===== src/sv/adfd_pkg.sv =====
// Shared types and constants for the API frame deframer.
`timescale 1ns / 1ps

package adfd_pkg;

	// Default payload capacity in bytes
	localparam int MAX_PAYLOAD_DEF = 256;

	localparam logic [7:0] START_DELIM = 8'h7E;

	// Position codes; data positions run from POS_DATA upwards
	localparam int POS_HUNT   = 0;
	localparam int POS_LEN_HI = 1;
	localparam int POS_LEN_LO = 2;
	localparam int POS_KIND   = 3;
	localparam int POS_DATA   = 4;

	// Result status codes
	localparam logic [2:0] ST_BUSY     = 3'd0;
	localparam logic [2:0] ST_DONE     = 3'd1;
	localparam logic [2:0] ST_CSUM_ERR = 3'd2;
	localparam logic [2:0] ST_ZERO_LEN = 3'd3;
	localparam logic [2:0] ST_TOO_LONG = 3'd4;

	// Frame header state carried from byte to byte
	typedef struct packed {
		logic [15:0] length;
		logic [7:0]  kind;
		logic [7:0]  sum;
	} frame_state_t;

	// One result item
	typedef struct packed {
		logic [2:0]  status;
		logic        payload_valid;
		logic [7:0]  payload_byte;
		logic [7:0]  payload_index;
		logic [7:0]  frame_kind;
		logic [15:0] frame_length;
	} frame_result_t;

endpackage


===== src/sv/api_frame_deframer.sv =====
// Top level of the API frame deframer: input register, frame logic, result register.
//
//  channel | direction | handshake           | payload
//  --------+-----------+---------------------+------------------------------------------
//  in      | sink      | in_valid / in_ready   | rx_byte
//  out     | source    | out_valid / out_ready | status, payload_valid, payload_byte,
//          |           |                       | payload_index, frame_kind, frame_length
//
// One byte per clock sustained while out_ready stays high; each byte gives exactly one result transfer.
// Each byte is held first in the input register, then in the result register.
// The frame state is updated as a byte moves from input register to result register.
// A stalled output holds its result; the input register still takes one more byte,
// and in_ready drops only when both registers are full and out_ready is low.
// arst_n clears the hunt position, header state and both valid flags.
`timescale 1ns / 1ps

module api_frame_deframer #(
	parameter int MAX_PAYLOAD = adfd_pkg::MAX_PAYLOAD_DEF
) (
	input  logic        clk,
	input  logic        arst_n,
	input  logic        in_valid,
	output logic        in_ready,
	input  logic [7:0]  rx_byte,
	output logic        out_valid,
	input  logic        out_ready,
	output logic [2:0]  status,
	output logic        payload_valid,
	output logic [7:0]  payload_byte,
	output logic [7:0]  payload_index,
	output logic [7:0]  frame_kind,
	output logic [15:0] frame_length
);
	import adfd_pkg::*;

	localparam int POS_W = $clog2(MAX_PAYLOAD + 5);

	// input register
	logic          valid_s1;
	logic [7:0]    byte_s1;
	// result register
	logic          valid_s2;
	frame_result_t res_s2;
	// frame state
	logic [POS_W-1:0] pos_q;
	frame_state_t     st_q;

	logic [POS_W-1:0] pos_nxt;
	frame_state_t     st_nxt;
	frame_result_t    res;
	logic             adv;

	// a byte moves on when the result register is free or being emptied
	assign adv      = valid_s1 && (!valid_s2 || out_ready);
	assign in_ready = !valid_s1 || adv;

	adfd_step #(
		.MAX_PAYLOAD(MAX_PAYLOAD)
	) u_step (
		.pos     (pos_q),
		.st      (st_q),
		.rx_byte (byte_s1),
		.pos_nxt (pos_nxt),
		.st_nxt  (st_nxt),
		.res     (res)
	);

	always_ff @(posedge clk or negedge arst_n) begin
		if (!arst_n) begin
			valid_s1 <= 1'b0;
			valid_s2 <= 1'b0;
			pos_q    <= '0;
			st_q     <= '0;
		end else begin
			if (in_ready)
				valid_s1 <= in_valid;
			if (adv) begin
				valid_s2 <= 1'b1;
				pos_q    <= pos_nxt;
				st_q     <= st_nxt;
			end else if (out_ready) begin
				valid_s2 <= 1'b0;
			end
		end
	end

	always_ff @(posedge clk) begin
		if (in_ready && in_valid)
			byte_s1 <= rx_byte;
		if (adv)
			res_s2 <= res;
	end

	assign out_valid     = valid_s2;
	assign status        = res_s2.status;
	assign payload_valid = res_s2.payload_valid;
	assign payload_byte  = res_s2.payload_byte;
	assign payload_index = res_s2.payload_index;
	assign frame_kind    = res_s2.frame_kind;
	assign frame_length  = res_s2.frame_length;

	// payload bytes never carry an end-of-frame status
	a_pay_busy: assert property (@(posedge clk) disable iff (!arst_n)
		valid_s2 && res_s2.payload_valid |-> res_s2.status == ST_BUSY)
		else $error("payload byte with non-busy status");

	// payload index stays inside the capacity
	a_pay_idx: assert property (@(posedge clk) disable iff (!arst_n)
		valid_s2 && res_s2.payload_valid |-> 17'(res_s2.payload_index) < 17'(MAX_PAYLOAD))
		else $error("payload index beyond capacity");

	// position never runs past the checksum byte of a longest frame
	a_pos_max: assert property (@(posedge clk) disable iff (!arst_n)
		17'(pos_q) <= 17'(MAX_PAYLOAD) + 17'd4)
		else $error("frame position out of range");

	// a byte leaving the input register lands in the result register
	a_adv: assert property (@(posedge clk) disable iff (!arst_n)
		adv |=> valid_s2)
		else $error("result lost on advance");

	// the hunt position is left only on a start delimiter
	a_hunt: assert property (@(posedge clk) disable iff (!arst_n)
		adv && pos_q == POS_W'(POS_HUNT) && byte_s1 != START_DELIM
			|=> pos_q == POS_W'(POS_HUNT))
		else $error("hunt left without delimiter");

endmodule


===== src/sv/adfd_step.sv =====
// Byte-wise next-state and result logic of the frame deframer.
`timescale 1ns / 1ps

module adfd_step #(
	parameter int MAX_PAYLOAD = adfd_pkg::MAX_PAYLOAD_DEF,
	localparam int POS_W = $clog2(MAX_PAYLOAD + 5)
) (
	input  logic [POS_W-1:0]           pos,
	input  adfd_pkg::frame_state_t     st,
	input  logic [7:0]                 rx_byte,
	output logic [POS_W-1:0]           pos_nxt,
	output adfd_pkg::frame_state_t     st_nxt,
	output adfd_pkg::frame_result_t    res
);
	import adfd_pkg::*;

	logic [15:0]      len_full;
	logic             too_long;
	logic             in_payload;
	logic [POS_W-1:0] pidx;

	assign len_full   = {st.length[15:8], rx_byte};
	assign too_long   = 17'(len_full) > (17'(MAX_PAYLOAD) + 17'd1);
	assign in_payload = 17'(pos) < (17'(st.length) + 17'(POS_KIND));
	assign pidx       = pos - POS_W'(POS_DATA);

	always_comb begin
		pos_nxt = pos;
		st_nxt  = st;
		res.status        = ST_BUSY;
		res.payload_valid = 1'b0;
		res.payload_byte  = 8'd0;
		res.payload_index = 8'd0;
		unique case (pos)
			POS_W'(POS_HUNT): begin
				if (rx_byte == START_DELIM)
					pos_nxt = POS_W'(POS_LEN_HI);
			end
			POS_W'(POS_LEN_HI): begin
				st_nxt.length = {rx_byte, 8'd0};
				pos_nxt       = POS_W'(POS_LEN_LO);
			end
			POS_W'(POS_LEN_LO): begin
				st_nxt.length = len_full;
				if (too_long) begin
					res.status = ST_TOO_LONG;
					pos_nxt    = POS_W'(POS_HUNT);
				end else begin
					pos_nxt = POS_W'(POS_KIND);
				end
			end
			POS_W'(POS_KIND): begin
				st_nxt.kind = rx_byte;
				st_nxt.sum  = rx_byte;
				pos_nxt     = POS_W'(POS_DATA);
			end
			default: begin
				if (st.length == 16'd0) begin
					res.status = ST_ZERO_LEN;
					pos_nxt    = POS_W'(POS_HUNT);
				end else if (in_payload) begin
					res.payload_valid = 1'b1;
					res.payload_byte  = rx_byte;
					res.payload_index = 8'(pidx);
					st_nxt.sum        = st.sum + rx_byte;
					pos_nxt           = pos + POS_W'(1);
				end else begin
					// checksum byte closes the frame
					res.status = (8'(st.sum + rx_byte + 8'd1) == 8'd0) ? ST_DONE : ST_CSUM_ERR;
					pos_nxt    = POS_W'(POS_HUNT);
				end
			end
		endcase
		res.frame_kind   = st_nxt.kind;
		res.frame_length = st_nxt.length;
	end

endmodule

===== config.mk =====
export PLATFORM = sky130hd
export DESIGN_NAME = api_frame_deframer
export DESIGN_NICKNAME = d
export VERILOG_FILES = /design/src/sv/adfd_pkg.sv /design/src/sv/api_frame_deframer.sv /design/src/sv/adfd_step.sv
export SDC_FILE = /design/constraint.sdc
export NUM_CORES = 1
export LEC_CHECK = 0
export BUFFER_PORTS_ARGS = -buffer_cell sky130_fd_sc_hd__buf_2
export CORE_MARGIN = 2
export CORE_UTILIZATION = 30
export CTS_CLUSTER_DIAMETER = 150
export DETAILED_ROUTE_END_ITERATION = 16
export SLEW_MARGIN = 20
export SYNTH_ARGS = -nofsm -noshare
export SYNTH_HDL_FRONTEND = slang
export SYNTH_HIERARCHICAL = 1
export SYNTH_SLANG_ARGS = --single-unit
export TNS_END_PERCENT = 50

===== constraint.sdc =====
create_clock -name clk -period 3.8 [get_ports clk]
set_input_delay 0.76 -clock clk [delete_from_list [all_inputs] [get_ports clk]]
set_output_delay 0.76 -clock clk [all_outputs]
set_load 0.1 [all_outputs]

Yosys cells after proc, flatten, opt, wreduce, memory -nomap -nowiden --
Cells that the tools add are included.
Word-level totals: bits of input ports 12, output and inout port bits 46, logic and storage cells 63, register bits after elaboration 95
Cells by class: reductions and logical operators 17, order comparisons 2, equality and inequality tests 6, bitwise operators 2, add/sub/neg operators 5, mux-type cells 18
Operator list (count):
- 9-bit case mux with 4 select lines | 1
- 16-bit case mux with 2 select lines | 1
- 9-bit 2-to-1 mux | 3
- 8-bit 2-to-1 mux | 3
- 9-bit by 2-bit == test with 1-bit output (second input constant) | 2
- 16-bit by 2-bit adder with 17-bit output (second input constant) | 1
- 9-bit by 17-bit < comparator with 1-bit output | 1
- 17-bit 2-to-1 mux | 1
- 16-bit by 9-bit greater-than comparator with 1-bit output (second input constant) | 1
- 16-bit zero test | 1
- 8-bit case mux with 2 select lines | 1
- 9-bit by 1-bit adder with 9-bit output (second input constant) | 1
- 9-bit by 1-bit == test with 1-bit output (second input constant) | 1
- 9-bit zero test | 1
- 3-bit 2-to-1 mux | 3
- 8-bit by 1-bit adder with 8-bit output (second input constant) | 1
- 8-bit adder | 1
- 8-bit by 7-bit == test with 1-bit output (second input constant) | 1
- 8-bit zero test | 1
- 8-bit by 3-bit subtractor with 8-bit output (second input constant) | 1
- 3-bit case mux with 2 select lines | 1
- 3-bit OR reduction | 2
- 6-bit OR reduction | 1
- 5-bit OR reduction | 1
- other kinds (11) | 18

Logic depth before layout (Yosys ltp) --
depth after elaboration 7, mapped depth 14, depth with buffers taken out 13

Cells and area by module --
Netlist, hierarchy kept.
Modules (own cells, without submodules):
- api_frame_deframer | sequential area each 2637.5 µm², times used 1, cells each 147, area each 3345.7 µm²
- adfd_step | sequential area each 0.0 µm², times used 1, cells each 270, area each 1950.6 µm²

Worst setup path before layout --
OpenSTA, ideal clock, no wires.
kind register -> register, start point register st_q[16] in the netlist's numbering, end point register st_q[2] in the netlist's numbering, data arrival time 2928 ps, path slack 747 ps, path buffers 0, cell stages (with the launch flop) 14, setup time 125 ps, period minus slack after synthesis 3053 ps, required time 3675 ps, path through dfrtp_1 -> inv_1 -> ha_1 -> and4b_1 -> nand4_1 -> xor2_1 -> ha_1 -> a21oi_1 -> o21ai_0 -> nor3_1 -> o21a_1 -> a21oi_4 -> a221o_1 -> mux2_4
On the way: cells in the longest elaborated chain, start to end 4, elaborated cells between the ends (all ways) 6, classes of those cells add/sub (1); order compare (1); eq/ne (1); reduce/logical (3)
RTL lines:
- start: declaration | RTL line api_frame_deframer.sv:46 | frame_state_t st_q;
- start signal: assignment | RTL line api_frame_deframer.sv:80 | st_q <= st_nxt;
- 16-bit by 2-bit adder with 17-bit output | RTL line adfd_step.sv:24 | assign in_payload = 17'(pos) < (17'(st.length) + 17'(POS_KIND));
- 9-bit by 17-bit < comparator with 1-bit output | RTL line adfd_step.sv:24
- 2-bit nonzero test (no source line)
- 4-bit AND reduction (no source line) *
Mark *: on every way between the ends. The rest lies on a longest branch, timed or not. A chain may end at the register's enable or synchronous reset.

Final worst setup path --
start point register st_q[16] in the netlist's numbering, end point register st_q[4] in the netlist's numbering
The elaborated chain is that of the path after synthesis.

==> results.toml <==
[cts]
hold_buffers = 0
cts_sinks = 95
cts_tree = "yes"
cts_root_buf = "clkbuf_16"
cts_buffers = 9
insertion_delay_ps = 350
cts.repair.resized = 0
postCtsSetupBuffers = 0
clockBufferDepth = 2
cts.clk_slew.worst_paths_ps = 70
h-tree-depth = 3

[cells_and_area]
area_delta_synth_final_pct = 11.5
seq_area_um2 = 2640
multi_input_area_um2 = 2330
diodes = 0
nets = 486
drive_above_1_share_pct = 30.5
nFillCells = 1718
finish.utilization_pct = 34.2

[yosys]
dominantRegCellSynth = "edfxtp_1"
syn_nets = 453
avgSynthCellArea_um2 = 12.7
ys_seq_area_share_pct = 49.8
ys_warn_count = 6
ys_types = 56
yosys-top-cells-area = "edfxtp_1, dfrtp_1, mux2_4"
yosys_register_bits = 95
syn_inst = 417
synth_edf_count = 52
yosysTopAreaCellShare_pct = 29.5
netlist_area_um2 = 5300
synth_most_common_cell = "edfxtp_1"
yosysTopAreaCell = "edfxtp_1"
synthTopCellsByCount = "edfxtp_1, dfrtp_1, mux2_4"
postSynth.asyncResetShare_pct = 45.3

[placed_design]
gp_congestion = 0.855
post-place-ws_ps = 355
dp_hpwl_mm = 8.13
io_buffer_count = 57

[floorplanning]
die_h_um = 137
die_x_um = 137
io-pin-count = 58
initial_core_util_pct = 30.6
die_area_um2 = 18700
rows = 48
core_region_area_um2 = 17300

[drt]
drt_wl_total_mm = 12.0
route.detailed.drc = 0
drt-initial-drc-count = 294
vias = 3464
antenna_left = 0
post_drt_via_cell_ratio = 5.09
drt-pass1-iter-count = 5
wire_per_inst_um = 17.6

[sta]
finalCriticalPeriod_ps = 3510
relSlewSlack_pct = 48.8
skew_ps = 8.77
timing.hold.ws_ps = 414
setup_viol = 0
fin_tns_setup_ps = 0
hold_viol = 0
worst_slew_pin_slew_ps = 768
worst_slack_ps = 287
rsz0062_at_grt = "false"
min_period_over_period_pct = 92.4
maxSlewViolCount = 0
timing.fmax_mhz = 285

[setup_path]
path_class = "reg -> reg"
max_stage_delay_ps = 460
critPathSlowestCell = "nor3_1"
cp-end-kind = "register"
crit_top_cell = "ha_1"
crit_arrival_ps = 3750
r2r_cells = 13
worstPathCellList = "inv_1 -> ha_1 -> and4b_1 -> nand4_1 -> xor2_1 -> ha_1 -> a21oi_1 -> o21ai_0 -> nor3_1 -> o21a_1 -> a21oi_4 -> a221o_1 -> mux2_4"
worstPathMaxFanout = 8
worstPathRequired_ps = 4030
crit_path_start_kind = "register"

[grt]
grtUsageTotal_pct = 13.5
grt_remaining_overflow = 0
antenna_found_initial = 0
grt_first_pass_wirelength_mm = 19.1
grt_pass1_vias = 3538
grt_max_degree = 44

[outcome]
status = "finished clean"

[job]
drv_cap = 0

[hold_path]
hp-class = "in -> async"
==> placed cells by master, fill, tap and decap left out, drive strengths merged, types with 2 or more instances in the layout <==
cell,synthesis,layout
a21o,6,6
a22oi,8,8
xnor2,10,10
o22ai,4,4
nand4b,2,2
o211ai,5,5
ha,23,23
mux2,49,49
nand3,5,5
and2,2,2
xor2,12,12
clkinv,0,4
edfxtp,52,52
nand2b,5,5
nor4,3,3
or3,4,4
nor3,9,9
nor2,30,30
inv,12,12
a21oi,14,14
nor4b,2,2
or4,2,2
clkbuf,4,10
a22o,16,16
a21boi,2,2
and3,12,12
a221o,5,5
buf,35,61
nand3b,2,2
nand4,5,5
o21ai,6,6
dfrtp,43,43
nand2,19,19
==> routing by layer <==
layer  up-vias  wire (um)  GRT usage, %
met1      1747       5300          17.4
met4         0        139          3.38
met3        14        663          3.93
li1       1587          -             -
met2       116       5880          22.3
met5         -          0             0
==> flip-flops by register name (all words and copies together), names as in the netlist, 3 cells and up <==
name,count
byte_s1,8
frame_kind,8
frame_length,16
payload_byte,8
payload_index,8
pos_q,9
st_q,32
status,3
==> critical path, delay by kind of cell (launching register included) <==
kind / cells / cell delay [ps]
AO/OA/AOI/OAI: 5 / 940
AND/OR/NAND/NOR: 3 / 920
adder cells (fa/ha/maj): 2 / 560
flip-flops: 1 / 430
multiplexers: 1 / 270
XOR/XNOR: 1 / 180
buffers and inverters: 1 / 70
==> area by class of cell <==
| type | count | share of cell area (%) |
|---|---|---|
| multi-input combinational | 271 | 39.4 |
| tap | 225 | 4.77 |
| inverter | 12 | 0.763 |
| clock buffer | 10 | 3.88 |
| timing repair buffer | 61 | 5.38 |
| sequential | 95 | 44.7 |
| clock inverter | 6 | 1.17 |
==> stage by stage <==
step	cells	cell area, um2
5_1_grt	680	5910
6_report	680	5910
3_3_place_gp	664	5610
3_5_place_dp	664	5610
2_1_floorplan	417	5300
4_1_cts	680	5900
==> worst paths after layout <==
kind,to,startpoint,slack (ps)
setup / recovery,st_q[4],st_q[16],290
hold / removal,st_q[22],arst_n,410
setup reg to reg,st_q[4],st_q[16],290
hold reg to reg,st_q[9],st_q[9],510
max in group asynchronous,st_q[9],arst_n,2990
min in group clk,st_q[9],st_q[9],510
==> logic make-up (layout without fill, tap and decap cells) <==
kind of cell	Yosys count	in the layout	share of synthesized area (%)
and+or+nand+nor	104	104	11.0
xor gates and xnor gates	22	22	3.64
muxes	50	50	13.4
AOI/OAI and AO/OA	71	71	10.1
buffers and inverters	51	89	6.26
adders and majority gates	24	24	5.81
DFF	95	95	49.8
Power is not shown: default switching activity piles up to over one toggle a cycle in this logic, so the estimate is an artifact.
